--- config.mk ---
export PLATFORM = sky130hd
export DESIGN_NAME = gnns_ram
export DESIGN_NICKNAME = d
export VERILOG_FILES = /design/src/design/gnns_ram.sv
export SDC_FILE = /design/constraint.sdc
export NUM_CORES = 1
export LEC_CHECK = 0
export ABC_AREA = 0
export BUFFER_PORTS_ARGS = -buffer_cell sky130_fd_sc_hd__buf_4
export CAP_MARGIN = 20
export CORE_MARGIN = 1
export CORE_UTILIZATION = 57
export DETAILED_ROUTE_END_ITERATION = 10
export PLACE_DENSITY = 0.75
export SLEW_MARGIN = 20
export SYNTH_ARGS = -nofsm -noshare
export SYNTH_HDL_FRONTEND = slang
export SYNTH_SLANG_ARGS = --single-unit
--- constraint.sdc ---
create_clock -name clk -period 2.12 [get_ports clk]
set_input_delay 0.424 -clock clk [delete_from_list [all_inputs] [get_ports clk]]
set_output_delay 0.424 -clock clk [all_outputs]
set_load 0.01 [all_outputs]
--- src/design/gnns_ram.sv ---
// Generic single-write, single-read RAM with registered read data.
// Depends on nothing.
`default_nettype none

module gnns_ram #(
  parameter int W = 8,
  parameter int D = 16
) (
  input  wire logic                          clk,
  input  wire logic                          we,
  input  wire logic [(D > 1 ? $clog2(D) : 1)-1:0] waddr,
  input  wire logic [W-1:0]                  wdata,
  input  wire logic [(D > 1 ? $clog2(D) : 1)-1:0] raddr,
  output logic      [W-1:0]                  rdata
);

  logic [W-1:0] mem [D];
  logic [W-1:0] rdata_r;

  always_ff @(posedge clk) begin
    if (we) begin
      mem[waddr] <= wdata;
    end
    rdata_r <= mem[raddr];
  end

  assign rdata = rdata_r;

endmodule

`default_nettype wire

## Yosys cells after proc, flatten, opt, wreduce, memory -nomap -nowiden

Memories as Yosys holds them, arrays and structs flattened. A register that Yosys moved wholly into a read port is not among the register bits.
Cells that the tools add are included.

| cells by class | value |
|---|---|
| multiplexer cells | 2 |

Operator list:

| kind | count |
|---|---|
| $mux W1 | 2 |

| storage, ports and cells | value |
|---|---|
| output and inout bits | 8 |
| memories kept | 1 |
| word-level logic and storage cells | 3 |
| bits in registers | 0 |
| bits in writable memories | 128 |

Memories:

| name | words | bits a word | read ports | clocked after memory_dff | write ports | line | source |
|---|---|---|---|---|---|---|---|
| mem | 16 | 8 | 1 | 1 | 1 | 17 | `logic [W-1:0] mem [D];` |

## Longest topological paths before layout

Gate-level depths: netlist of the first run.

| depth | value |
|---|---|
| depth after elaboration | 2 |
| gate-level depth with buffers | 5 |
| gate-level depth less buffers | 3 |

## Least setup slack after synthesis of the first run

OpenSTA, ideal clock, no wires.

| timing | value |
|---|---|
| kind | input port to flip-flop |
| from | input port waddr[2] (netlist bit) |
| to | memory mem[0][0], enable pin |
| setup slack | 203 ps |
| arrival | 1534 ps |
| required time | 1737 ps |
| cell stages on the path | 2 |
| setup time | 383 ps |
| cells stage by stage | or3b_2 > nor3_1 |

RTL lines:

| what | line | source |
|---|---|---|
| start: declaration | 11 | `input wire logic [(D > 1 ? $clog2(D) : 1)-1:0] waddr,` |
| end: declaration | 17 |  |

No word-level cell before the write port.

## Final worst setup path of the first run

| timing | value |
|---|---|
| from | register rdata_r[0] (netlist: rdata[0]) (read register of mem) |
| to | output port rdata[0] |

RTL lines:

| what | line | source |
|---|---|---|
| start: declaration | 18 | `logic [W-1:0] rdata_r;` |
| end: declaration | 14 | `output logic [W-1:0] rdata` |

No word-level cell between the ends.

==> results.yml, run 1 <==
outcome:
  outcome: "finished clean"
grt:
  antenna_found_initial: 0
  groute.usage.overall_pct: 23.2
  globalRoute.totalOverflow: 0
  grt_pass1_vias: 2659
  grt_first_pass_wirelength_mm: 15.1
  pin_count_of_the_biggest_net_entering_global_routing: 33
sta:
  fin_tns_setup_ns: 0
  maxSlewHeadroom_pct: 53.5
  timing.clock.skew_ns: 0.00546
  post-route-period-util_pct: 69.6
  post-route-min-period_ns: 1.48
  number_of_setup_violations_in_the_final_report: 0
  worstMarginPinSlew_ns: 0.695
  maximum_achievable_frequency_mhz: 678
  timing_max_transition_violations_final: 0
  hold_violations: 0
  rsz0062_at_grt: "false"
floorplanning:
  die_area_um2: 9410
  dieHeight_um: 97.0
  placementRows: 34
  die-width_um: 97.0
  effective_utilization_at_floorplan_pct: 59.0
  core-area_um2: 8720
  pin_count: 26
route:
  vias_per_cell: 6.20
  post-route-drc-count: 0
  route.detailed.wl_per_inst_um: 24.2
  detail_route.iter0.violations: 188
  routed_wirelength_mm: 9.74
  firstDrtPassIters: 4
  ant_nets: 0
  vias: 2497
critical_path:
  regToRegEndpoint: "rdata[5]"
  ff2ff_path_depth: 3
  critical_path_class: "flip-flop to output port"
  setup.reg_to_reg.worst_slack_ns: 0.76
  critical_path.max_stage_delay_ns: 0.39
  crit_path_cell_trace: "buf_4"
  worst-path-stages: 1
  timing.rr.start: "mem[1][5]"
  crit_required_ns: 1.70
  worst-path-max-fanout: 1
  path_buf_inv: 1
  cpMaxStageDelayCell: "sky130_fd_sc_hd__dfxtp_1"
  timing.critical_path.max_delay_family: "flip-flops"
  worstPathArrival_ns: 1.05
  setup.worst_path.start_class: "flip-flop"
  setup.worst_path.end_class: "output port"
hold_path:
  min-delay-path-class: "primary input to flip-flop"
  min_path_cells: 1
  hold_path_end: "mem[7][1]"
  hp-start: "wdata[1]"
power_and_ir_drop:
  worst_ir_drop_vdd_v: 0.000560
  p_per_area_nw_per_um2: 1030
  total_power_uw: 6390
  static_power_due_to_leakage_uw: 0.00212
cells_and_area:
  layout.filler_cells: 500
  drive_above_1_share_pct: 30.8
  fin_nets: 300
  area_growth_pct: 20.0
  antenna-diode-count: 0
logic_synthesis:
  synth.yosys.seq_area_share_pct: 77.8
  yosys_warnings: 0
  synth.avg_cell_area_um2: 22.5
  synth-seq-cells: 136
  synth.cell_area_um2: 5150
  synth.net_count: 247
  synth_cell_type_count: 19
  netlist_instances: 229
clocking:
  htree_num_levels: 4
  clock_latency_ns: 0.52
  path_clk_slew_ns: 0.06
  hold_bufs_inserted_after_cts: 0
  ctsResizeCount: 0
  clock_path_buffers: 2
  tritoncts: "yes"
  clock-sinks: 136
  clock_root_buffer_master: "sky130_fd_sc_hd__clkbuf_8"
  tritoncts.num_buffers: 17
  post-cts-setup-buffer-count: 0
placement:
  dpl.hpwl_mm: 5.99
  port_buffers: 25
  gpl.final_weighted_congestion: 0.728
run:
  max-cap-violations: 0
==> Yosys cell counts <==
cell type | number | share of area [%]
sky130_fd_sc_hd__a22oi_1 | 16 | 2.3
sky130_fd_sc_hd__and2_1 | 1 | 0.12
sky130_fd_sc_hd__and2b_1 | 1 | 0.15
sky130_fd_sc_hd__buf_2 | 3 | 0.29
sky130_fd_sc_hd__buf_4 | 1 | 0.15
sky130_fd_sc_hd__buf_6 | 3 | 0.66
sky130_fd_sc_hd__clkdlybuf4s25_2 | 3 | 0.58
sky130_fd_sc_hd__dfxtp_1 | 8 | 3.1
sky130_fd_sc_hd__edfxtp_1 | 128 | 75
sky130_fd_sc_hd__mux4_1 | 14 | 7.1
sky130_fd_sc_hd__mux4_2 | 18 | 7.9
sky130_fd_sc_hd__nand2_1 | 9 | 0.66
sky130_fd_sc_hd__nand2b_1 | 2 | 0.24
sky130_fd_sc_hd__nand3_1 | 1 | 0.097
sky130_fd_sc_hd__nand3b_1 | 2 | 0.29
sky130_fd_sc_hd__nor2_1 | 13 | 0.95
sky130_fd_sc_hd__nor2b_1 | 1 | 0.12
sky130_fd_sc_hd__nor3_1 | 4 | 0.39
sky130_fd_sc_hd__or3b_2 | 1 | 0.17
==> metal layers <==
metal	track usage (%)	up-vias	wire, um	part of all wire [%]
met4	10.7	0	192	2.0
met1	29.9	1280	3880	40
li1	-	1082	-	-
met3	7.37	24	687	7.1
met5	0	-	0	0
met2	36.2	111	4980	51
==> sequential cells by signal, summed over array words and instances (netlist names) <==
name / flops
mem: 128
rdata: 8
==> kinds of logic (layout without fill, tap and decap cells) <==
group	count (synthesis)	count (layout)	synth area share, %
AOI/OAI and AO/OA	16	16	2.33
DFF	136	136	77.8
muxes	32	32	15.0
and+or+nand+nor	35	35	3.18
buffers and inverters	10	76	1.68
==> area by class of cell <==
class / instances / area, um2 / area share [%]
Sequential cell: 136 / 4000 / 64.8
Multi-Input combinational cell: 83 / 1060 / 17.1
Clock buffer: 20 / 425 / 6.89
Timing Repair Buffer: 44 / 355 / 5.75
Clock inverter: 12 / 200 / 3.24
Tap cell: 108 / 135 / 2.19
==> how the worst max path moves through the flow <==
| stage | start | slack, ns | end |
|---|---|---|---|
| detailed placement | raddr[0] | 0.15 | rdata[2] |
| CTS | rdata[0] | 0.61 | rdata[0] |
| global placement | raddr[0] | 0.16 | rdata[2] |
| floorplan | waddr[2] | 0.20 | mem[0][0] |
| global route | raddr[0] | 0.61 | rdata[0] |
| finish | rdata[0] | 0.64 | rdata[0] |
==> power by group <==
part / internal (uW) / leakage (uW) / switching (uW)
clock: 2030 / 0.000297 / 1040
combinational: 140 / 0.000601 / 160
sequential: 3010 / 0.00122 / 21.9
==> per-stage QoR <==
step           instances  utilization (%)  area (um2)  setup slack (ns)  hold WS [ns]
2_1_floorplan        229                -        5150             0.203         0.523
3_3_place_gp         371             63.7        5550             0.161         0.658
3_5_place_dp         371             63.7        5550             0.146         0.662
4_1_cts              403             70.8        6180             0.610         0.180
5_1_grt              403             70.8        6180             0.610         0.186
6_report             403             70.8        6180             0.645         0.197
==> cell usage in the layout, fill, tap and decap left out, types with 2 or more instances in the layout <==
| cell | netlist | final |
|---|---|---|
| sky130_fd_sc_hd__nor3_1 | 4 | 4 |
| sky130_fd_sc_hd__buf_12 | 0 | 2 |
| sky130_fd_sc_hd__dfxtp_1 | 8 | 8 |
| sky130_fd_sc_hd__clkbuf_16 | 0 | 16 |
| sky130_fd_sc_hd__mux4_2 | 18 | 18 |
| sky130_fd_sc_hd__a22oi_1 | 16 | 16 |
| sky130_fd_sc_hd__nand3b_1 | 2 | 2 |
| sky130_fd_sc_hd__edfxtp_1 | 128 | 128 |
| sky130_fd_sc_hd__bufinv_16 | 0 | 5 |
| sky130_fd_sc_hd__buf_4 | 1 | 42 |
| sky130_fd_sc_hd__nand2b_1 | 2 | 2 |
| sky130_fd_sc_hd__clkbuf_1 | 0 | 3 |
| sky130_fd_sc_hd__nand2_1 | 9 | 9 |
| sky130_fd_sc_hd__nor2_1 | 13 | 13 |
| sky130_fd_sc_hd__clkinvlp_4 | 0 | 2 |
| sky130_fd_sc_hd__clkinv_4 | 0 | 3 |
| sky130_fd_sc_hd__mux4_1 | 14 | 14 |
No activity file was read; power rests on OpenSTA's default activity.
==> run 2: changes to the inputs <==
Clock period 2.12 ns to 1.5 ns, I/O delays scaled along.
==> results.yml, run 2 (synthesis gave the netlist of run 1 again) <==
outcome:
  outcome: "finished clean"
sta:
  post-route-min-period_ns: 1.41
  number_of_setup_violations_in_the_final_report: 0
  post-route-period-util_pct: 94.1
  worstMarginPinSlew_ns: 0.774
  timing.clock.skew_ns: 0.00403
  maxSlewHeadroom_pct: 48.2
  hold_violations: 0
  timing_max_transition_violations_final: 0
  finalHoldWorstSlack_ns: 0.0915
  maximum_achievable_frequency_mhz: 708
  rsz0062_at_grt: "false"
critical_path:
  setup.reg_to_reg.worst_slack_ns: 0.09
  crit_path_cell_trace: "mux4_1 -> a22oi_1 -> nand2_1"
  path_buf_inv: 0
  worstSetupStartpoint: "mem[0][5]"
  timing.rr.start: "mem[0][5]"
  timing.critical_path.max_delay_family: "multiplexers"
  regToRegEndpoint: "rdata[5]"
  cpMaxStageDelayCell: "sky130_fd_sc_hd__mux4_1"
  crit_required_ns: 1.90
  ff2ff_path_depth: 3
  setup.worst_path.end_class: "flip-flop"
  worstPathArrival_ns: 1.81
  worst-path-max-fanout: 1
  critical_path.max_stage_delay_ns: 0.52
  setup.worst_path.start_class: "flip-flop"
  critical_path_class: "flip-flop to flip-flop"
placement:
  post-place-cells: 385
  dpl.hpwl_mm: 6.49
  gpl.final_weighted_congestion: 0.755
  port_buffers: 25
route:
  firstDrtPassIters: 5
  post-route-drc-count: 0
  detail_route.iter0.violations: 249
  vias: 2571
  vias_per_cell: 6.17
  route.detailed.wl_per_inst_um: 24.3
  ant_nets: 0
  routed_wirelength_mm: 10.1
cells_and_area:
  max_flop_register: "mem"
  area_growth_pct: 21.4
  antenna-diode-count: 0
  max_ffs_per_register: 128
  final_cell_mix: "sky130_fd_sc_hd__edfxtp_1, sky130_fd_sc_hd__buf_4, sky130_fd_sc_hd__mux4_2, sky130_fd_sc_hd__a22oi_1, sky130_fd_sc_hd__clkbuf_16"
  final_cell_count_no_fill: 417
  fin_nets: 314
  drive_above_1_share_pct: 34.6
  leading_cell_type_in_the_layout_fill_and_taps_excluded: "sky130_fd_sc_hd__edfxtp_1"
floorplanning:
  die-width_um: 97.0
  effective_utilization_at_floorplan_pct: 59.0
  placementRows: 34
  pin_count: 26
  die_area_um2: 9410
  core-area_um2: 8720
  dieHeight_um: 97.0
grt:
  groute.usage.overall_pct: 24.0
  antenna_found_initial: 0
  pin_count_of_the_biggest_net_entering_global_routing: 17
  globalRoute.totalOverflow: 0
  grt_first_pass_wirelength_mm: 15.6
  grt_pass1_vias: 2636
hold_path:
  hp-start: "wdata[2]"
  hold_path_end: "mem[0][2]"
  min_path_cells: 1
  min-delay-path-class: "primary input to flip-flop"
clocking:
  post-cts-setup-buffer-count: 0
  ctsResizeCount: 0
  hold_bufs_inserted_after_cts: 0
  clock_path_buffers: 2
  clock-sinks: 136
  path_clk_slew_ns: 0.06
  tritoncts.num_buffers: 17
  tritoncts: "yes"
  clock_latency_ns: 0.52
  clock_root_buffer_master: "sky130_fd_sc_hd__clkbuf_8"
  htree_num_levels: 4
power_and_ir_drop:
  static_power_due_to_leakage_uw: 0.00218
  p_per_area_nw_per_um2: 1370
  worst_ir_drop_vdd_v: 0.000842
run:
  max-cap-violations: 0
[run 2: cell types whose count changed in the layout (fill, tap and decap cells not counted)]
cell | previous run | this run
sky130_fd_sc_hd__clkbuf_1 | 3 | 1
sky130_fd_sc_hd__nor3_1 | 4 | 3
sky130_fd_sc_hd__bufinv_16 | 5 | 2
sky130_fd_sc_hd__clkinv_2 | 1 | 5
sky130_fd_sc_hd__clkinv_1 | 1 | 2
sky130_fd_sc_hd__buf_12 | 2 | 5
sky130_fd_sc_hd__nor3_2 | 0 | 1
sky130_fd_sc_hd__buf_4 | 42 | 53
[run 2: per-layer routing]
layer / routed length (um) / GRT usage, % / vias to the layer above
met1: 4160 / 32.6 / 1338
met3: 543 / 6.07 / 24
met5: 0 / 0 / -
met4: 235 / 11.0 / 0
li1: - / - / 1106
met2: 5200 / 37.0 / 103
[run 2: area by class of cell]
class,count,area (um2)
Clock inverter,14,134
Timing Repair Buffer,58,498
Tap cell,108,135
Sequential cell,136,4000
Clock buffer,18,418
Multi-Input combinational cell,83,1060
Fill cell,507,2470
[run 2: how the worst max path moves through the flow]
| stage | cells after the start | slack [ns] | endpoint |
|---|---|---|---|
| detailed placement | 6 | -0.22 | rdata[0] |
| global placement | 6 | -0.17 | rdata[0] |
| finish | 3 | 0.09 | rdata[5] |
| CTS | 3 | 0.10 | rdata[5] |
| global route | 3 | 0.04 | rdata[5] |
| floorplan | 2 | -0.07 | mem[3][0] |
[run 2: worst reg2reg max path, cell delays in order (launching register included)]
cell and delay [ns]:
sky130_fd_sc_hd__edfxtp_1 0.40, sky130_fd_sc_hd__mux4_1 0.53, sky130_fd_sc_hd__a22oi_1 0.28, sky130_fd_sc_hd__nand2_1 0.10
[run 2: per-stage QoR]
step | util [%] | TNS [ns] | setup slack [ns] | power, uW | area [um2]
after global placement | 65.4 | -2.49 | -0.175 | 4800 | 5700
after CTS | 71.7 | 0 | 0.104 | 8620 | 6250
after detailed placement | 65.4 | -4.08 | -0.220 | 4820 | 5700
after global routing | 71.7 | 0 | 0.0352 | 8810 | 6250
final | 71.7 | 0 | 0.0883 | 8580 | 6250
after floorplan | - | -1.98 | -0.0661 | 4570 | 5150
[run 2: power by group]
| part | switching, uW | internal [uW] | total, uW |
|---|---|---|---|
| combinational | 241 | 229 | 470 |
| clock | 1490 | 2340 | 3830 |
| sequential | 27.0 | 4250 | 4280 |
==> run 3: changes to the inputs <==
Settings changed: CTS_BUF_LIST from default to sky130_fd_sc_hd__clkbuf_16, SLEW_MARGIN 20 to 5.
==> results.yml, run 3 (synthesis gave the netlist of run 1 again) <==
outcome:
  outcome: "finished clean"
power_and_ir_drop:
  p_per_area_nw_per_um2: 1380
  worst_ir_drop_vdd_v: 0.000882
  static_power_due_to_leakage_uw: 0.00219
sta:
  timing_max_transition_violations_final: 0
  finalHoldWorstSlack_ns: 0.204
  timing.clock.skew_ns: 0.00692
  post-route-min-period_ns: 1.39
  maximum_achievable_frequency_mhz: 717
  number_of_setup_violations_in_the_final_report: 0
  rsz0062_at_grt: "false"
  post-route-period-util_pct: 93.0
  maxSlewHeadroom_pct: 48.8
  worstMarginPinSlew_ns: 0.767
  hold_violations: 0
critical_path:
  cpMaxStageDelayCell: "sky130_fd_sc_hd__mux4_1"
  crit_required_ns: 1.78
  setup.reg_to_reg.worst_slack_ns: 0.11
  critical_path_class: "flip-flop to flip-flop"
  worst-path-max-fanout: 1
  crit_path_cell_trace: "mux4_1 -> a22oi_1 -> nand2_1"
  setup.worst_path.end_class: "flip-flop"
  critical_path.max_stage_delay_ns: 0.56
  setup.worst_path.start_class: "flip-flop"
  worstPathArrival_ns: 1.68
floorplanning:
  core-area_um2: 8720
  dieHeight_um: 97.0
  die_area_um2: 9410
  die-width_um: 97.0
  placementRows: 34
  effective_utilization_at_floorplan_pct: 59.0
  pin_count: 26
placement:
  gpl.final_weighted_congestion: 0.755
  port_buffers: 25
  post-place-cells: 385
  dpl.hpwl_mm: 6.49
clocking:
  tritoncts: "yes"
  clock_root_buffer_master: "sky130_fd_sc_hd__clkbuf_16"
  htree_num_levels: 4
  clock_latency_ns: 0.41
  path_clk_slew_ns: 0.06
  clock-sinks: 136
  hold_bufs_inserted_after_cts: 0
  ctsResizeCount: 0
  post-cts-setup-buffer-count: 0
  clock_path_buffers: 2
  tritoncts.num_buffers: 17
grt:
  groute.usage.overall_pct: 24.5
  grt_pass1_vias: 2630
  grt_first_pass_wirelength_mm: 16.0
  antenna_found_initial: 0
  pin_count_of_the_biggest_net_entering_global_routing: 17
  globalRoute.totalOverflow: 0
route:
  firstDrtPassIters: 5
  post-route-drc-count: 0
  detail_route.iter0.violations: 250
  route.detailed.wl_per_inst_um: 24.9
  vias_per_cell: 6.25
  routed_wirelength_mm: 10.4
  vias: 2608
  ant_nets: 0
cells_and_area:
  max_flop_register: "mem"
  antenna-diode-count: 0
  final_cell_count_no_fill: 417
  final_cell_mix: "sky130_fd_sc_hd__edfxtp_1, sky130_fd_sc_hd__buf_4, sky130_fd_sc_hd__mux4_2, sky130_fd_sc_hd__clkbuf_16, sky130_fd_sc_hd__a22oi_1"
  drive_above_1_share_pct: 35.0
  fin_nets: 314
  leading_cell_type_in_the_layout_fill_and_taps_excluded: "sky130_fd_sc_hd__edfxtp_1"
  max_ffs_per_register: 128
  area_growth_pct: 21.8
run:
  max-cap-violations: 0
hold_path:
  min-delay-path-class: "primary input to flip-flop"
-- run 3: changes by cell type in the layout (fill, tap and decap cells not counted) --
cell / previous run / this run
sky130_fd_sc_hd__inv_1: 0 / 1
sky130_fd_sc_hd__a22oi_1: 16 / 15
sky130_fd_sc_hd__a22oi_2: 0 / 1
sky130_fd_sc_hd__clkbuf_8: 1 / 0
sky130_fd_sc_hd__clkbuf_1: 1 / 0
sky130_fd_sc_hd__clkbuf_16: 16 / 17
-- run 3: final timing paths --
check / from / to / cells past startpoint
hold reg to reg: mem[14][7] / rdata[7] / 3
setup / recovery: mem[9][5] / rdata[5] / 3
hold / removal: wdata[2] / mem[0][2] / 1
setup reg to reg: mem[9][5] / rdata[5] / 3
-- run 3: area by class of cell --
| cell class | instances | area (um2) |
|---|---|---|
| clock buffer | 17 | 425 |
| clock inverter | 15 | 138 |
| fill | 511 | 2450 |
| multi-input combinational | 83 | 1070 |
| sequential | 136 | 4000 |
| tap | 108 | 135 |
| timing repair buffer | 58 | 498 |
-- run 3: routing by layer --
| layer | share of wire (%) | track usage, % | up-vias | wire, um |
|---|---|---|---|---|
| met1 | 41 | 34.1 | 1355 | 4290 |
| met4 | 2.1 | 11.7 | 0 | 221 |
| li1 | - | - | 1109 | - |
| met2 | 51 | 37.1 | 124 | 5260 |
| met5 | 0 | 0 | - | 0 |
| met3 | 6.0 | 6.00 | 20 | 625 |
-- run 3: per-stage QoR --
stage	instance area [um2]	TNS, ns	utilization, %	power [uW]	setup WS, ns
2_1_floorplan	5150	-1.98	-	4570	-0.0661
3_3_place_gp	5700	-2.49	65.4	4800	-0.175
3_5_place_dp	5700	-4.08	65.4	4820	-0.220
4_1_cts	6260	0	71.8	8700	0.0552
5_1_grt	6270	0	71.9	8900	0.0499
6_report	6270	0	71.9	8660	0.105
-- run 3: critical path: cells and delay by family, from the launching register on --
family | cells | cell delay, ns
DFF | 1 | 0.39
and+or+nand+nor | 1 | 0.09
muxes | 1 | 0.56
AOI/OAI and AO/OA | 1 | 0.24
-- run 3: power breakdown --
part	internal, uW	switching, uW	leakage (uW)	total, uW
combinational	230	244	0.000684	474
sequential	4250	27.8	0.00122	4280
clock	2410	1490	0.000278	3910
