--- src/design/gnns_pkg.sv ---
// Shared types, constants and codes for the grid nearest-neighbour search core.
// No dependencies; gnns_div and the core refer to it by scoped names.
`default_nettype none

package gnns_pkg;

  // Default sizing of the grid and entity tables
  localparam int MAX_CELLS_PER_SIDE_DEF = 16;
  localparam int CELL_CAPACITY_DEF      = 16;
  localparam int MAX_ENTITIES_DEF       = 256;

  // Fixed field widths
  localparam int POS_W  = 17;  // signed position, 4 fraction bits
  localparam int RAD_W  = 16;
  localparam int SIDE_W = 16;
  localparam int CPS_W  = 5;
  localparam int ID_W   = 8;
  localparam int DIST_W = 34;
  localparam int DIVD_W = 19;  // signed dividend (pos +/- radius - origin)
  localparam int MAG_W  = DIVD_W - 1;
  localparam int CELL_W = 20;  // signed cell coordinate for clamping
  localparam int MUL_W  = 18;
  localparam int SQ_W   = 2 * MUL_W;
  localparam int R2_W   = 2 * RAD_W;
  localparam int CFG_W  = 17;

  localparam logic signed [POS_W-1:0] ORIGIN_RST    = -17'sd320;
  localparam logic [SIDE_W-1:0]       CELL_SIDE_RST = 16'd3232;
  localparam logic [CPS_W-1:0]        CPS_RST       = 5'd10;

  typedef enum logic [1:0] {
    REQ_CLEAR  = 2'd0,
    REQ_INSERT = 2'd1,
    REQ_QUERY  = 2'd2,
    REQ_NONE   = 2'd3
  } req_t;

  typedef enum logic [1:0] {
    STS_OK      = 2'd0,
    STS_DEAD    = 2'd1,
    STS_OUTSIDE = 2'd2,
    STS_FULL    = 2'd3
  } status_t;

  typedef enum logic [1:0] {
    CFG_ORIGIN_X       = 2'd0,
    CFG_ORIGIN_Y       = 2'd1,
    CFG_CELL_SIDE      = 2'd2,
    CFG_CELLS_PER_SIDE = 2'd3
  } cfg_idx_t;

  typedef enum logic [3:0] {
    ST_IDLE,
    ST_DIV_GO,
    ST_DIV_WAIT,
    ST_INS_CHK,
    ST_INS_RD,
    ST_INS_WR,
    ST_Q_R2,
    ST_Q_INIT,
    ST_Q_CELL,
    ST_Q_FILL,
    ST_Q_SLOT,
    ST_Q_POS,
    ST_Q_MX,
    ST_Q_MY,
    ST_Q_CMP,
    ST_DONE
  } state_t;

  typedef struct packed {
    logic busy;
    logic done;
  } div_sts_t;

endpackage

`default_nettype wire

--- src/design/gnns_div.sv ---
// Iterative restoring divider, one quotient bit a cycle, truncating toward zero.
// Depends on gnns_pkg.
`default_nettype none

module gnns_div (
  input  wire logic                                 clk,
  input  wire logic                                 rst_n,
  input  wire logic                                 start,
  input  wire logic signed [gnns_pkg::DIVD_W-1:0]   dividend,
  input  wire logic        [gnns_pkg::SIDE_W-1:0]   divisor,
  output gnns_pkg::div_sts_t                        sts,
  output logic signed      [gnns_pkg::DIVD_W-1:0]   quot
);

  localparam int MW = gnns_pkg::MAG_W;
  localparam int SW = gnns_pkg::SIDE_W;

  logic          busy_r, busy_nxt;
  logic          done_r, done_nxt;
  logic [4:0]    cnt_r, cnt_nxt;
  logic          neg_r, neg_nxt;
  logic [MW-1:0] q_r, q_nxt;
  logic [SW-1:0] rem_r, rem_nxt;
  logic [SW:0]   rem_sh;
  logic signed [gnns_pkg::DIVD_W-1:0] mag;

  always_comb begin
    busy_nxt = busy_r;
    done_nxt = 1'b0;
    cnt_nxt  = cnt_r;
    neg_nxt  = neg_r;
    q_nxt    = q_r;
    rem_nxt  = rem_r;
    mag      = (dividend < 0) ? -dividend : dividend;
    rem_sh   = {rem_r, q_r[MW-1]};
    if (start) begin
      busy_nxt = 1'b1;
      cnt_nxt  = '0;
      neg_nxt  = dividend < 0;
      q_nxt    = mag[MW-1:0];
      rem_nxt  = '0;
    end else if (busy_r) begin
      // shift in the next dividend bit and subtract where it fits
      if (rem_sh >= {1'b0, divisor}) begin
        rem_nxt = SW'(rem_sh - {1'b0, divisor});
        q_nxt   = {q_r[MW-2:0], 1'b1};
      end else begin
        rem_nxt = rem_sh[SW-1:0];
        q_nxt   = {q_r[MW-2:0], 1'b0};
      end
      cnt_nxt = cnt_r + 5'd1;
      if (cnt_r == 5'(MW - 1)) begin
        busy_nxt = 1'b0;
        done_nxt = 1'b1;
      end
    end
  end

  always_ff @(posedge clk) begin
    if (!rst_n) begin
      busy_r <= 1'b0;
      done_r <= 1'b0;
      cnt_r  <= '0;
    end else begin
      busy_r <= busy_nxt;
      done_r <= done_nxt;
      cnt_r  <= cnt_nxt;
    end
    neg_r <= neg_nxt;
    q_r   <= q_nxt;
    rem_r <= rem_nxt;
  end

  assign sts.busy = busy_r;
  assign sts.done = done_r;
  assign quot = neg_r ? -$signed({1'b0, q_r}) : $signed({1'b0, q_r});

`ifndef SYNTHESIS
  a_done_after_busy: assert property (@(posedge clk) disable iff (!rst_n)
    done_r |-> $past(busy_r))
    else $error("divider done without a running division");
`endif

endmodule

`default_nettype wire

--- config.mk ---
export PLATFORM = sky130hd
export DESIGN_NAME = gnns_div
export DESIGN_NICKNAME = d
export VERILOG_FILES = /design/src/design/gnns_pkg.sv /design/src/design/gnns_div.sv
export SDC_FILE = /design/constraint.sdc
export NUM_CORES = 1
export LEC_CHECK = 0
export ABC_AREA = 1
export BUFFER_PORTS_ARGS = -buffer_cell sky130_fd_sc_hd__buf_2
export CELL_PAD_IN_SITES_DETAIL_PLACEMENT = 1
export CELL_PAD_IN_SITES_GLOBAL_PLACEMENT = 2
export CORE_ASPECT_RATIO = 1.75
export CORE_MARGIN = 10
export CORE_UTILIZATION = 34
export DETAILED_ROUTE_END_ITERATION = 10
export PLACE_DENSITY = 0.85
export REMOVE_ABC_BUFFERS = 1
export SETUP_SLACK_MARGIN = 0.3
export SKIP_CTS_REPAIR_TIMING = 1
export SYNTH_ARGS = -nofsm -noshare
export SYNTH_HDL_FRONTEND = slang
export SYNTH_SLANG_ARGS = --single-unit
--- constraint.sdc ---
create_clock -name clk -period 4.95 [get_ports clk]
set_input_delay 0.495 -clock clk [delete_from_list [all_inputs] [get_ports clk]]
set_output_delay 0.495 -clock clk [all_outputs]
set_load 0.02 [all_outputs]
# Word-level counts from Yosys, hierarchy flattened
# Index checks and enable logic that the tools add are counted.
# totals
reg_bits	42
# classes
magnitude_cmp	2
reduce_logical	3
muxes	10
eq_ne	1
addsub	4
n_bitwise	2
# op_table
op	count
$mux 18	3
$lt 19x1->1 const B	1
$mux 19	1
$neg 18->19	1
$neg 18->18	1
$ge 17x16->1	1
$mux 16	1
$sub 16x16->16	1
$add 5x1->5 const B	1
$eq 5x5->1 const B	1
$mux 1	5
$reduce_or 3->1	1
$not 1->1	2
$reduce_bool 2->1	1
$reduce_or 2->1	1

# Longest topological paths before layout
# Gate-level depths: netlist of the first run.
# logic_depth
word_depth	4
ltp_mapped	14
mapped_depth_nobuf	14

# Least setup slack after synthesis of the first run
# No wires, ideal clock.
# synth_timing
kind	register -> output
startpoint	reg q_r[0]
endpoint	out quot[14] (netlist name)
setup_slack_ns	2.785
stages_incl_launch_ff	8
path_buffers	0
arrival_ns	1.670
path_cell_list	edfxtp_1 inv_1 ha_1 nand3_1 nor3_2 nand3_1 o21ai_0 xor2_1
# synth_via
elab_chain_len	2
# synth_lines
element	line	text
from (decl)	gnns_div.sv:22	logic [MW-1:0] q_r, q_nxt;
from (signal assigned)	gnns_div.sv:70	q_r <= q_nxt;
$neg 18->19	gnns_div.sv:76	assign quot = neg_r ? -$signed({1'b0, q_r}) : $signed({1'b0, q_r});
$mux 19	gnns_div.sv:76	
to (decl)	gnns_div.sv:12	output logic signed [gnns_pkg::DIVD_W-1:0] quot
# No other way between the ends.

# Worst setup path after layout of the first run
# Same ends and word-level chain as after synthesis.

==> impl_metrics.prom, run 1 <==
# TYPE chip_impl_metric gauge
chip_impl_metric{name="ys_types",unit=""} 39
chip_impl_metric{name="vias_per_cell",unit=""} 5.01
chip_impl_info{name="netlist.top_cell.by_area",value="sky130_fd_sc_hd__nand2_1"} 1
chip_impl_metric{name="wl_per_cell",unit="microns"} 16.1
chip_impl_metric{name="total_of_fill_cells_in_the_finished_design",unit=""} 1458
chip_impl_metric{name="clock_insertion_delay_worst_skew",unit="ns"} 0.29
chip_impl_info{name="worstSetupPathType",value="reg2out"} 1
chip_impl_metric{name="vias_in_the_first_global_route",unit=""} 4206
chip_impl_metric{name="finalCriticalPeriod",unit="ns"} 2.85
chip_impl_metric{name="grt_start_max_net_pins",unit=""} 27
chip_impl_info{name="critPathSlowestCell",value="sky130_fd_sc_hd__edfxtp_1"} 1
chip_impl_info{name="synth_ff_type",value="sky130_fd_sc_hd__dfxtp_1"} 1
chip_impl_info{name="rr_startpoint",value="rem_r[13]"} 1
chip_impl_metric{name="vdd_drop_max",unit="mV"} 0.202
chip_impl_metric{name="max_cap_violations",unit=""} 0
chip_impl_metric{name="cts.sinks",unit=""} 42
chip_impl_metric{name="core_region",unit="sq mm"} 0.0110
chip_impl_metric{name="die_y",unit="microns"} 160
chip_impl_metric{name="final_antenna_net_count",unit=""} 0
chip_impl_metric{name="die_w",unit="microns"} 99.8
chip_impl_info{name="worst_setup_path_start_kind",value="flop"} 1
chip_impl_info{name="grt_setup_unrepaired",value="false"} 1
chip_impl_metric{name="number_of_synthesized_register_bits",unit=""} 42
chip_impl_metric{name="diodes",unit=""} 0
chip_impl_info{name="mostFrequentLayoutCell",value="sky130_fd_sc_hd__nand2_1"} 1
chip_impl_metric{name="timing.fmax",unit="MHz"} 351
chip_impl_info{name="worstSetupStartpoint",value="q_r[0]"} 1
chip_impl_metric{name="mappedNetlistArea",unit="sq mm"} 0.00379
chip_impl_info{name="end_kind",value="output pin"} 1
chip_impl_metric{name="netlist.area_leader.share",unit="%"} 15.4
chip_impl_metric{name="design.portCount",unit=""} 59
chip_impl_metric{name="antenna_found_initial",unit=""} 0
chip_impl_info{name="clockRootBuffer",value="sky130_fd_sc_hd__clkbuf_16"} 1
chip_impl_metric{name="finalHoldViolations",unit=""} 0
chip_impl_metric{name="setup_violations",unit=""} 0
chip_impl_metric{name="placement_rows",unit=""} 51
chip_impl_metric{name="timing.critical_path.arrival",unit="ns"} 2.35
chip_impl_metric{name="max-slew-margin-rel",unit="%"} 42.4
chip_impl_info{name="tritoncts",value="done"} 1
chip_impl_metric{name="setup-tns-final",unit="ns"} 0
chip_impl_metric{name="synth_seq_area_share",unit="%"} 27.2
chip_impl_metric{name="postPlaceCellArea",unit="sq mm"} 0.00416
chip_impl_metric{name="initial_drc_count",unit=""} 89
chip_impl_metric{name="async_set_or_reset_register_ratio_after_synthesis",unit="%"} 0
chip_impl_metric{name="cellLeakagePower",unit="nW"} 2.27
chip_impl_metric{name="buffer_ports.inserted",unit=""} 58
chip_impl_metric{name="synth_enable_flop_cells",unit=""} 19
chip_impl_metric{name="design.die.area",unit="sq mm"} 0.0159
chip_impl_metric{name="path_max_fanout",unit=""} 4
chip_impl_metric{name="cts_max_level",unit=""} 2
chip_impl_metric{name="clk_pin_slew",unit="ns"} 0.07
chip_impl_info{name="final_cell_mix",value="156 x sky130_fd_sc_hd__nand2_1, 99 x sky130_fd_sc_hd__inv_1, 58 x sky130_fd_sc_hd__buf_2, 55 x sky130_fd_sc_hd__nand3_1, 44 x sky130_fd_sc_hd__nor2_1"} 1
chip_impl_metric{name="initial_utilization",unit="%"} 34.4
chip_impl_metric{name="critical_path.n_buffers_inverters",unit=""} 2
chip_impl_metric{name="worstMarginPinSlew",unit="ns"} 0.861
chip_impl_metric{name="grt_overflow",unit=""} 0
chip_impl_info{name="run_status",value="finished clean"} 1
chip_impl_metric{name="postRouteWirelength",unit="microns"} 12400
chip_impl_info{name="critical-path-top-delay-family",value="simple AND/OR/NAND/NOR gates"} 1
chip_impl_info{name="cp_cell_sequence",value="inv_1, ha_1, nand3_1, nor3_2, nand3_1, o21ai_0, xor2_1, buf_2"} 1
chip_impl_metric{name="timing_max_transition_violations_final",unit=""} 0
chip_impl_metric{name="routabilityCongestion",unit=""} 0.859
chip_impl_metric{name="global_route_wire_length_before_repair",unit="microns"} 20000
chip_impl_metric{name="design.final.nets",unit=""} 696
chip_impl_metric{name="p_per_area",unit="mW/mm^2"} 252
chip_impl_metric{name="final_design_area_no_fill",unit="sq mm"} 0.00435
chip_impl_metric{name="synth.avg_cell_area",unit="sq um"} 6.48
chip_impl_metric{name="period_share",unit="%"} 57.5
chip_impl_metric{name="fin_skew",unit="ns"} 0.00865
chip_impl_info{name="hold_path.class",value="in2reg"} 1
chip_impl_metric{name="drt_first_pass_iters",unit=""} 4
chip_impl_metric{name="detailroute.via_count",unit=""} 3858
chip_impl_metric{name="cp_data_required_time",unit="ns"} 4.45
chip_impl_metric{name="place.detailed.hpwl",unit="microns"} 10400
chip_impl_metric{name="area_delta_synth_final",unit="%"} 14.7
chip_impl_metric{name="ctsLongestPathBuffers",unit=""} 2
chip_impl_info{name="worst_hold_start",value="rst_n"} 1
chip_impl_metric{name="layout-drive-gt1-share",unit="%"} 14.4
chip_impl_info{name="crit_path_frequent_cell",value="sky130_fd_sc_hd__nand3_1"} 1
chip_impl_metric{name="yosys_warnings",unit=""} 0
chip_impl_metric{name="cp_slowest_stage_delay",unit="ns"} 0.43
chip_impl_info{name="top_cells_by_area_in_the_synthesized_netlist",value="sky130_fd_sc_hd__nand2_1 15%, sky130_fd_sc_hd__edfxtp_1 15%, sky130_fd_sc_hd__dfxtp_1 12%"} 1
chip_impl_metric{name="gr-usage-all-layers",unit="%"} 15.4
chip_impl_metric{name="remaining_drc_errors",unit=""} 0
chip_impl_metric{name="num_cts_buffers",unit=""} 5
chip_impl_metric{name="number_of_cells_produced_by_synthesis",unit=""} 585
-- metrics by stage --
stage                     std cells  setup slack (ns)  power, W  hold slack, ns  util [%]
final                           770              2.10   0.00110           0.453      39.4
after global routing            770              1.90   0.00116           0.469      39.4
after CTS                       770              2.06   0.00111           0.452      39.4
after detailed placement        762              2.38  0.000692           0.471      37.7
after global placement          762              2.43  0.000685           0.465      37.7
after floorplan                 571              2.64  0.000590           0.443         -
-- cell type report --
| class | instances | area, sq um | area share (%) |
|---|---|---|---|
| multi-input cells | 425 | 2280 | 52.4 |
| flip-flops and latches | 42 | 1030 | 23.7 |
| inverters | 104 | 390 | 8.97 |
| repair buffers | 59 | 298 | 6.84 |
| well taps | 132 | 165 | 3.80 |
| clock buffers | 6 | 150 | 3.45 |
| clock inverters | 2 | 38.8 | 0.891 |
-- sequential cells by signal, summed over array words and instances, names as in the netlist --
signal / flops
q_r: 18
done_r: 1
cnt_r: 5
busy_r: 1
neg_r: 1
rem_r: 16
-- worst min-delay path, delay by kind of cell --
| kind | cells | cell delay [ns] |
|---|---|---|
| buffers and inverters | 2 | 0.14 |
| AOI/OAI and AO/OA | 1 | 0.09 |
-- cell usage after synthesis (2+ instances only) --
cell / instances
sky130_fd_sc_hd__buf_6: 2
sky130_fd_sc_hd__nand2_2: 8
sky130_fd_sc_hd__nor3_1: 9
sky130_fd_sc_hd__a21oi_2: 2
sky130_fd_sc_hd__o21ai_1: 2
sky130_fd_sc_hd__nand3_1: 55
sky130_fd_sc_hd__nand2_1: 156
sky130_fd_sc_hd__inv_1: 99
sky130_fd_sc_hd__nor2_2: 4
sky130_fd_sc_hd__o21ai_0: 38
sky130_fd_sc_hd__dfxtp_1: 23
sky130_fd_sc_hd__o21a_1: 2
sky130_fd_sc_hd__buf_4: 3
sky130_fd_sc_hd__clkbuf_1: 6
sky130_fd_sc_hd__xor2_1: 23
sky130_fd_sc_hd__nand3_2: 2
sky130_fd_sc_hd__edfxtp_1: 19
sky130_fd_sc_hd__nand4_1: 9
sky130_fd_sc_hd__inv_2: 4
sky130_fd_sc_hd__nand2_4: 2
sky130_fd_sc_hd__o211ai_1: 2
sky130_fd_sc_hd__xnor2_1: 8
sky130_fd_sc_hd__o21bai_1: 2
sky130_fd_sc_hd__a21oi_1: 15
sky130_fd_sc_hd__nor2_1: 44
sky130_fd_sc_hd__buf_2: 2
sky130_fd_sc_hd__nand3b_1: 8
sky130_fd_sc_hd__ha_1: 20
sky130_fd_sc_hd__a31oi_1: 5
sky130_fd_sc_hd__nor4_1: 2
-- routing by layer --
| layer | global-route usage [%] | share of wire, % | vias up | wire (microns) |
|---|---|---|---|---|
| met5 | 0 | 0 | - | 0 |
| met1 | 13.9 | 36 | 1790 | 4500 |
| met4 | 8.05 | 4.1 | 0 | 511 |
| met2 | 30.5 | 56 | 73 | 6950 |
| li1 | - | - | 1968 | - |
| met3 | 2.51 | 3.4 | 27 | 416 |
-- kinds of logic after synthesis --
logic type	after synthesis	synth area share, %
AND/OR/NAND/NOR	303	35.7
buffers and inverters	118	12.7
AO/OA/AOI/OAI	70	10.1
flip-flops	42	27.2
XOR/XNOR	31	7.16
adder cells (fa/ha/maj)	21	7.13
-- report_power, final --
part | switching (W) | internal, W | leakage [nW]
clock | 0.000147 | 0.000270 | 0.0922
combinational | 0.000178 | 0.0000914 | 1.79
sequential | 0.0000220 | 0.000389 | 0.380
total | 0.000347 | 0.000750 | 2.27
-- path summary, 6_finish.rpt --
| check | end | slack (ns) | cells past startpoint |
|---|---|---|---|
| hold / removal | busy_r | 0.45 | 3 |
| hold reg to reg | rem_r[11] | 0.48 | 2 |
| setup / recovery | quot[14] | 2.10 | 8 |
| setup reg to reg | q_r[0] | 2.70 | 8 |
(Power assumes the default switching activity.)
==> run 2: changes to the inputs <==
--- a/config.mk
+++ b/config.mk
@@ -11,9 +11,9 @@
 export CELL_PAD_IN_SITES_GLOBAL_PLACEMENT = 2
 export CORE_ASPECT_RATIO = 1.75
 export CORE_MARGIN = 10
-export CORE_UTILIZATION = 34
+export CORE_UTILIZATION = 28
 export DETAILED_ROUTE_END_ITERATION = 10
-export PLACE_DENSITY = 0.85
+export PLACE_DENSITY = 0.75
 export REMOVE_ABC_BUFFERS = 1
 export SETUP_SLACK_MARGIN = 0.3
 export SKIP_CTS_REPAIR_TIMING = 1
==> constraint.sdc (replaced) <==
create_clock -name clk -period 2.33 [get_ports clk]
set_input_delay 0.233 -clock clk [delete_from_list [all_inputs] [get_ports clk]]
set_output_delay 0.233 -clock clk [all_outputs]
set_load 0.02 [all_outputs]
==> run 2 against run 1 <==
  * Cell count is 9.4% higher
  * Non-clock buffer count up 30
  * Count of clock-buffer cells in the layout unchanged
  * Register-to-register slack got worse by 2.3 ns
  * Combinational power rose to 2.6 times the previous value
  * Die area rose by 18%
  * Largest cell class unchanged
==> impl_metrics.prom, run 2 (same netlist as run 1, synthesis figures left out) <==
# TYPE chip_impl_metric gauge
chip_impl_metric{name="period_share",unit="%"} 97.3
chip_impl_metric{name="core_region",unit="sq mm"} 0.0133
chip_impl_metric{name="num_cts_buffers",unit=""} 5
chip_impl_metric{name="initial_utilization",unit="%"} 28.5
chip_impl_info{name="largest_regs",value="q_r: 18 flops, rem_r: 16 flops, cnt_r: 5 flops"} 1
chip_impl_metric{name="vias_per_cell",unit=""} 4.78
chip_impl_info{name="hold-path-endpoint",value="busy_r"} 1
chip_impl_metric{name="design.die.area",unit="sq mm"} 0.0188
chip_impl_metric{name="drt_first_pass_iters",unit=""} 4
chip_impl_metric{name="timing.critical_path.arrival",unit="ns"} 2.03
chip_impl_info{name="regToRegEndpoint",value="q_r[0]"} 1
chip_impl_metric{name="vias_in_the_first_global_route",unit=""} 4278
chip_impl_metric{name="cts_max_level",unit=""} 2
chip_impl_metric{name="path_max_fanout",unit=""} 4
chip_impl_metric{name="largest_reg_flops",unit=""} 18
chip_impl_metric{name="layout.core_utilization",unit="%"} 36.1
chip_impl_metric{name="fin_skew",unit="ns"} 0.00599
chip_impl_metric{name="grt_start_max_net_pins",unit=""} 27
chip_impl_metric{name="timing.fmax",unit="MHz"} 441
chip_impl_metric{name="design.portCount",unit=""} 59
chip_impl_metric{name="postRouteWirelength",unit="microns"} 13400
chip_impl_metric{name="antenna_found_initial",unit=""} 0
chip_impl_metric{name="p_per_area",unit="mW/mm^2"} 500
chip_impl_info{name="mostFrequentLayoutCell",value="sky130_fd_sc_hd__nand2_1"} 1
chip_impl_metric{name="max-slew-margin-rel",unit="%"} 50.5
chip_impl_metric{name="cellLeakagePower",unit="nW"} 2.41
chip_impl_metric{name="gr-usage-all-layers",unit="%"} 14.0
chip_impl_metric{name="postPlaceCellArea",unit="sq mm"} 0.00430
chip_impl_info{name="worst_hold_start",value="rst_n"} 1
chip_impl_metric{name="hold_depth",unit=""} 3
chip_impl_metric{name="detailroute.via_count",unit=""} 4022
chip_impl_metric{name="diodes",unit=""} 0
chip_impl_metric{name="hold_ws",unit="ns"} 0.193
chip_impl_metric{name="design.final.nets",unit=""} 726
chip_impl_info{name="hold_path.class",value="in2reg"} 1
chip_impl_info{name="final_cell_mix",value="154 x sky130_fd_sc_hd__nand2_1, 94 x sky130_fd_sc_hd__inv_1, 53 x sky130_fd_sc_hd__nand3_1, 51 x sky130_fd_sc_hd__buf_2, 40 x sky130_fd_sc_hd__nor2_1"} 1
chip_impl_info{name="clockRootBuffer",value="sky130_fd_sc_hd__clkbuf_16"} 1
chip_impl_metric{name="buffer_ports.inserted",unit=""} 58
chip_impl_metric{name="ctsLongestPathBuffers",unit=""} 2
chip_impl_metric{name="cts.sinks",unit=""} 42
chip_impl_metric{name="die_w",unit="microns"} 108
chip_impl_metric{name="global_route_wire_length_before_repair",unit="microns"} 21100
chip_impl_info{name="top_register",value="q_r"} 1
chip_impl_metric{name="r2r_slack",unit="ns"} 0.41
chip_impl_metric{name="worstRegToRegCells",unit=""} 8
chip_impl_metric{name="remaining_drc_errors",unit=""} 0
chip_impl_metric{name="die_y",unit="microns"} 174
chip_impl_metric{name="vdd_drop_max",unit="mV"} 0.253
chip_impl_info{name="worstSetupPathType",value="reg2out"} 1
chip_impl_metric{name="placement_rows",unit=""} 56
chip_impl_metric{name="area_delta_synth_final",unit="%"} 26.9
chip_impl_metric{name="timing_max_transition_violations_final",unit=""} 0
chip_impl_info{name="crit_path_frequent_cell",value="sky130_fd_sc_hd__nand3_4"} 1
chip_impl_info{name="cp_cell_sequence",value="inv_2, ha_4, nand3_4, nor3_4, nand3_4, o21ai_2, xor2_1, buf_4"} 1
chip_impl_metric{name="initial_drc_count",unit=""} 90
chip_impl_info{name="tritoncts",value="done"} 1
chip_impl_metric{name="final_design_area_no_fill",unit="sq mm"} 0.00481
chip_impl_metric{name="setup_violations",unit=""} 0
chip_impl_metric{name="clk_pin_slew",unit="ns"} 0.07
chip_impl_metric{name="cp_data_required_time",unit="ns"} 2.10
chip_impl_info{name="worst_setup_path_start_kind",value="flop"} 1
chip_impl_metric{name="worstMarginPinSlew",unit="ns"} 0.742
chip_impl_metric{name="wl_per_cell",unit="microns"} 15.9
chip_impl_metric{name="max_cap_violations",unit=""} 0
chip_impl_metric{name="routabilityCongestion",unit=""} 0.828
chip_impl_metric{name="grt_overflow",unit=""} 0
chip_impl_info{name="critPathSlowestCell",value="sky130_fd_sc_hd__edfxtp_1"} 1
chip_impl_metric{name="clock_insertion_delay_worst_skew",unit="ns"} 0.29
chip_impl_info{name="rr_startpoint",value="rem_r[13]"} 1
chip_impl_metric{name="place.detailed.hpwl",unit="microns"} 10800
chip_impl_info{name="grt_setup_unrepaired",value="true"} 1
chip_impl_metric{name="layout-drive-gt1-share",unit="%"} 23.4
chip_impl_metric{name="finalHoldViolations",unit=""} 0
chip_impl_info{name="end_kind",value="output pin"} 1
chip_impl_metric{name="cp_slowest_stage_delay",unit="ns"} 0.42
chip_impl_metric{name="finalCriticalPeriod",unit="ns"} 2.27
chip_impl_info{name="run_status",value="finished clean"} 1
chip_impl_metric{name="final_antenna_net_count",unit=""} 0
run 2: area by class of cell:
cell class	count	area, sq um
Tap cell	174	218
Multi-Input combinational cell	425	2440
Clock inverter	2	37.5
Sequential cell	42	1030
Inverter	104	390
Timing Repair Buffer	89	561
Clock buffer	6	129
Fill cell	1754	8500
run 2: per-layer routing:
metal,up-vias,GRT usage (%),share of wire [%]
met1,1910,12.6,35
met5,-,0,0
met3,15,2.37,3.5
li1,2032,-,-
met2,65,29.1,59
met4,0,4.53,2.3
run 2: power breakdown:
part           switching [W]  total, W  internal, W
combinational       0.000433  0.000709     0.000276
sequential         0.0000421  0.000868     0.000826
clock               0.000323  0.000831     0.000507
total               0.000798   0.00241      0.00161
run 2: how the worst max path moves through the flow:
stage                       start         to  slack [ns]  cells past startpoint
after floorplan            q_r[0]   quot[14]        0.28                      7
after global placement    q_r[17]  rem_r[14]        0.17                     11
after detailed placement   q_r[0]   quot[14]        0.12                      8
after CTS                  q_r[0]   quot[14]       -0.20                      8
after global routing       q_r[0]   quot[14]       -0.04                      8
final                      q_r[0]   quot[14]        0.06                      8
run 2: through the flow:
step | worst slack (ns) | TNS [ns] | instances | total power [W]
4_1_cts | -0.201 | -0.559 | 822 | 0.00233
6_report | 0.0622 | 0 | 842 | 0.00241
2_1_floorplan | 0.283 | 0 | 571 | 0.00125
3_3_place_gp | 0.175 | 0 | 814 | 0.00148
3_5_place_dp | 0.119 | 0 | 814 | 0.00149
5_1_grt | -0.0445 | -0.0803 | 842 | 0.00254
run 2: worst max-delay path: cells and delay by family (launching register included):
family | cells | cell delay, ns
XOR/XNOR | 1 | 0.16
buffers and inverters | 2 | 0.29
AO/OA/AOI/OAI | 1 | 0.18
flip-flops | 1 | 0.42
AND/OR/NAND/NOR | 3 | 0.53
adder cells (fa/ha/maj) | 1 | 0.16
==> run 3: changes to the inputs <==
--- a/config.mk
+++ b/config.mk
@@ -5,13 +5,13 @@
 export SDC_FILE = /design/constraint.sdc
 export NUM_CORES = 1
 export LEC_CHECK = 0
-export ABC_AREA = 1
+export ABC_CLOCK_PERIOD_IN_PS = 2330
 export BUFFER_PORTS_ARGS = -buffer_cell sky130_fd_sc_hd__buf_2
 export CELL_PAD_IN_SITES_DETAIL_PLACEMENT = 1
 export CELL_PAD_IN_SITES_GLOBAL_PLACEMENT = 2
 export CORE_ASPECT_RATIO = 1.75
 export CORE_MARGIN = 10
-export CORE_UTILIZATION = 28
+export CORE_UTILIZATION = 30
 export DETAILED_ROUTE_END_ITERATION = 10
 export PLACE_DENSITY = 0.75
 export REMOVE_ABC_BUFFERS = 1
==> run 3 against run 2 <==
  * The run now ends with setup timing left
  * Critical path depth stayed put
  * Sequential power is 7.0% higher
  * Worst hold slack worse by 0.013 ns
  * Via count is 12% lower
  * Die area is 14% lower
  * Clock skew hardly changed
  * Synthesized cell count is 29% lower
  * Design area is 8.5% higher
  * Core utilization is 11 points higher
==> impl_metrics.prom, run 3 <==
# TYPE chip_impl_metric gauge
chip_impl_metric{name="antenna_found_initial",unit=""} 0
chip_impl_metric{name="design.final.nets",unit=""} 595
chip_impl_metric{name="max_cap_violations",unit=""} 0
chip_impl_metric{name="dp_worst_setup_slack",unit="ns"} -0.222
chip_impl_metric{name="vias_per_cell",unit=""} 5.28
chip_impl_info{name="hold_path.class",value="in2reg"} 1
chip_impl_metric{name="placement_rows",unit=""} 51
chip_impl_metric{name="global_route_wire_length_before_repair",unit="microns"} 17900
chip_impl_metric{name="finalCriticalPeriod",unit="ns"} 2.84
chip_impl_metric{name="timing_max_transition_violations_final",unit=""} 0
chip_impl_info{name="post-synth-top-count-cell",value="sky130_fd_sc_hd__nand2_1"} 1
chip_impl_metric{name="synth_seq_area_share",unit="%"} 30.3
chip_impl_metric{name="p_per_area",unit="mW/mm^2"} 611
chip_impl_metric{name="area_delta_synth_final",unit="%"} 53.2
chip_impl_metric{name="layout-drive-gt1-share",unit="%"} 46.2
chip_impl_metric{name="routabilityCongestion",unit=""} 0.830
chip_impl_metric{name="place.detailed.hpwl",unit="microns"} 8840
chip_impl_metric{name="ys_types",unit=""} 59
chip_impl_metric{name="netsw",unit="W"} 0.00110
chip_impl_metric{name="largest_reg_flops",unit=""} 18
chip_impl_metric{name="hold_ws",unit="ns"} 0.180
chip_impl_info{name="tritoncts",value="done"} 1
chip_impl_metric{name="number_of_cells_produced_by_synthesis",unit=""} 418
chip_impl_info{name="netlist.top_cell.by_area",value="sky130_fd_sc_hd__edfxtp_1"} 1
chip_impl_metric{name="die_w",unit="microns"} 101
chip_impl_metric{name="postLayoutSetupSlackWorst",unit="ns"} -0.507
chip_impl_info{name="critPathSlowestCell",value="sky130_fd_sc_hd__or3_4"} 1
chip_impl_metric{name="sequentialPowerShare",unit="%"} 29.1
chip_impl_info{name="synth_ff_type",value="sky130_fd_sc_hd__dfxtp_1"} 1
chip_impl_metric{name="die_y",unit="microns"} 161
chip_impl_metric{name="postPlaceCellArea",unit="sq mm"} 0.00419
chip_impl_metric{name="final_antenna_net_count",unit=""} 0
chip_impl_metric{name="core_region",unit="sq mm"} 0.0111
chip_impl_metric{name="comb_power_share",unit="%"} 41.1
chip_impl_info{name="clockRootBuffer",value="sky130_fd_sc_hd__clkbuf_16"} 1
chip_impl_metric{name="timing.fmax",unit="MHz"} 352
chip_impl_metric{name="path_max_fanout",unit=""} 3
chip_impl_metric{name="period_share",unit="%"} 122
chip_impl_info{name="run_status",value="complete, but fails checks"} 1
chip_impl_metric{name="net_sw_share",unit="%"} 34.6
chip_impl_metric{name="clock_insertion_delay_worst_skew",unit="ns"} 0.30
chip_impl_info{name="top_register",value="q_r"} 1
chip_impl_info{name="worstSetupPathType",value="reg2out"} 1
chip_impl_info{name="cp_cell_sequence",value="or3_4, nor4_4, nand2_2, or4_4, or2_4, o31ai_4, xnor2_1, buf_4"} 1
chip_impl_metric{name="async_set_or_reset_register_ratio_after_synthesis",unit="%"} 0
chip_impl_metric{name="vias_in_the_first_global_route",unit=""} 3744
chip_impl_metric{name="timing.critical_path.arrival",unit="ns"} 2.60
chip_impl_metric{name="ctsLongestPathBuffers",unit=""} 2
chip_impl_metric{name="initial_drc_count",unit=""} 69
chip_impl_metric{name="synth_enable_flop_cells",unit=""} 19
chip_impl_info{name="top_cells_by_area_in_the_synthesized_netlist",value="sky130_fd_sc_hd__edfxtp_1 17%, sky130_fd_sc_hd__dfxtp_1 14%, sky130_fd_sc_hd__ha_1 7.3%"} 1
chip_impl_metric{name="grt_overflow",unit=""} 0
chip_impl_metric{name="design.die.area",unit="sq mm"} 0.0162
chip_impl_info{name="synth.cells.most_frequent",value="47 x sky130_fd_sc_hd__nand2_1, 38 x sky130_fd_sc_hd__nor2_1, 31 x sky130_fd_sc_hd__a21oi_1, 28 x sky130_fd_sc_hd__inv_1"} 1
chip_impl_metric{name="clk_pin_slew",unit="ns"} 0.07
chip_impl_metric{name="diodes",unit=""} 0
chip_impl_metric{name="max-slew-margin-rel",unit="%"} 57.3
chip_impl_metric{name="cp_data_required_time",unit="ns"} 2.10
chip_impl_info{name="mostFrequentLayoutCell",value="sky130_fd_sc_hd__buf_4"} 1
chip_impl_metric{name="buffer_ports.inserted",unit=""} 58
chip_impl_metric{name="postRouteWirelength",unit="microns"} 12100
chip_impl_metric{name="fin_skew",unit="ns"} 0.00643
chip_impl_metric{name="num_cts_buffers",unit=""} 5
chip_impl_metric{name="intPower",unit="W"} 0.00208
chip_impl_metric{name="design.portCount",unit=""} 59
chip_impl_metric{name="setup_violations",unit=""} 15
chip_impl_metric{name="worstMarginPinSlew",unit="ns"} 0.635
chip_impl_info{name="grt_setup_unrepaired",value="true"} 1
chip_impl_metric{name="gr-usage-all-layers",unit="%"} 13.4
chip_impl_metric{name="share_clk_of_total_power",unit="%"} 29.7
chip_impl_metric{name="cts.sinks",unit=""} 42
chip_impl_metric{name="final_design_area_no_fill",unit="sq mm"} 0.00522
chip_impl_info{name="violations",value="setup timing"} 1
chip_impl_metric{name="remaining_drc_errors",unit=""} 0
chip_impl_metric{name="yosys_warnings",unit=""} 0
chip_impl_metric{name="vdd_drop_max",unit="mV"} 0.317
chip_impl_metric{name="mappedNetlistArea",unit="sq mm"} 0.00341
chip_impl_metric{name="finalHoldViolations",unit=""} 0
chip_impl_info{name="largest_regs",value="q_r: 18 flops, rem_r: 16 flops, cnt_r: 5 flops"} 1
chip_impl_metric{name="number_of_synthesized_register_bits",unit=""} 42
chip_impl_info{name="final_cell_mix",value="75 x sky130_fd_sc_hd__buf_4, 52 x sky130_fd_sc_hd__buf_2, 37 x sky130_fd_sc_hd__nor2_1, 31 x sky130_fd_sc_hd__nand2_1"} 1
chip_impl_metric{name="netlist.area_leader.share",unit="%"} 16.7
chip_impl_metric{name="cellLeakagePower",unit="nW"} 2.07
chip_impl_metric{name="initial_utilization",unit="%"} 30.7
chip_impl_metric{name="cp_slowest_stage_delay",unit="ns"} 0.43
chip_impl_info{name="end_kind",value="output pin"} 1
chip_impl_metric{name="r2r_slack",unit="ns"} -0.03
chip_impl_metric{name="drt_first_pass_iters",unit=""} 4
chip_impl_metric{name="detailroute.via_count",unit=""} 3530
chip_impl_metric{name="total_of_fill_cells_in_the_finished_design",unit=""} 1302
chip_impl_metric{name="grt_start_max_net_pins",unit=""} 38
chip_impl_metric{name="synth.avg_cell_area",unit="sq um"} 8.15
chip_impl_info{name="worst_setup_path_start_kind",value="flop"} 1
chip_impl_metric{name="cts_max_level",unit=""} 2
chip_impl_metric{name="wl_per_cell",unit="microns"} 18.0
## run 3: cell count changes after synthesis, moves of 13 or more
cell                       delta
sky130_fd_sc_hd__inv_1       -71
sky130_fd_sc_hd__o21ai_0     -15
sky130_fd_sc_hd__nand3_1     -49
sky130_fd_sc_hd__a311oi_1    +13
sky130_fd_sc_hd__xnor2_1     +15
sky130_fd_sc_hd__a21oi_1     +16
sky130_fd_sc_hd__nand2_1    -109
## run 3: final timing paths
path                to  cells after the start  startpoint
max           quot[16]                      8      q_r[4]
min             busy_r                      2       rst_n
max reg2reg   rem_r[8]                     12     q_r[17]
min reg2reg  rem_r[14]                      2   rem_r[14]
## run 3: layout make-up
type | instances | area [sq um] | share of cell area [%]
Tap cell | 132 | 165 | 3.16
Clock buffer | 5 | 125 | 2.40
Sequential cell | 42 | 1040 | 19.9
Clock inverter | 3 | 68.8 | 1.32
Timing Repair Buffer | 134 | 928 | 17.8
Inverter | 28 | 105 | 2.01
Multi-Input combinational cell | 325 | 2790 | 53.4
## run 3: metal layers
layer | vias up | GRT usage, % | share of wire [%]
met5 | - | 0 | 0
met4 | 0 | 6.45 | 3.3
met3 | 23 | 2.35 | 3.4
met2 | 62 | 26.7 | 58
met1 | 1722 | 12.3 | 36
li1 | 1723 | - | -
## run 3: logic make-up (layout without fill, tap and decap cells)
| logic type | count (synthesis) | after routing | synth area share (%) |
|---|---|---|---|
| mux | 8 | 8 | 2.57 |
| simple gates | 149 | 149 | 21.7 |
| flops | 42 | 42 | 30.3 |
| compound gates | 104 | 104 | 20.4 |
| buf+inv | 51 | 170 | 6.10 |
| xor+xnor | 43 | 43 | 11.1 |
| fa+ha+maj | 21 | 21 | 7.93 |
## run 3: worst max-delay path, delay by kind of cell, from the launching register on
| family | cells | cell delay (ns) |
|---|---|---|
| AO/OA/AOI/OAI | 1 | 0.18 |
| XOR/XNOR | 1 | 0.14 |
| buffers and inverters | 1 | 0.16 |
| flip-flops | 1 | 0.40 |
| AND/OR/NAND/NOR | 5 | 1.43 |
## run 3: power by group through the flow
stage / Combinational (W) / Clock, W / Sequential (W)
after floorplan: 0.000553 / 0 / 0.000938
after CTS: 0.00101 / 0.000970 / 0.000913
final: 0.00131 / 0.000947 / 0.000929
after global routing: 0.00143 / 0.000994 / 0.000938
after detailed placement: 0.00100 / 0 / 0.000929
after global placement: 0.000981 / 0 / 0.000925
## run 3: metrics by stage
| stage | total power [W] | util, % | instances | setup TNS (ns) |
|---|---|---|---|---|
| 2_1_floorplan | 0.00149 | - | 395 | -0.263 |
| 3_3_place_gp | 0.00191 | 37.8 | 641 | -0.813 |
| 3_5_place_dp | 0.00193 | 37.8 | 641 | -1.21 |
| 4_1_cts | 0.00289 | 39.5 | 649 | -3.84 |
| 5_1_grt | 0.00336 | 47.0 | 669 | -5.15 |
| 6_report | 0.00319 | 47.0 | 669 | -2.57 |
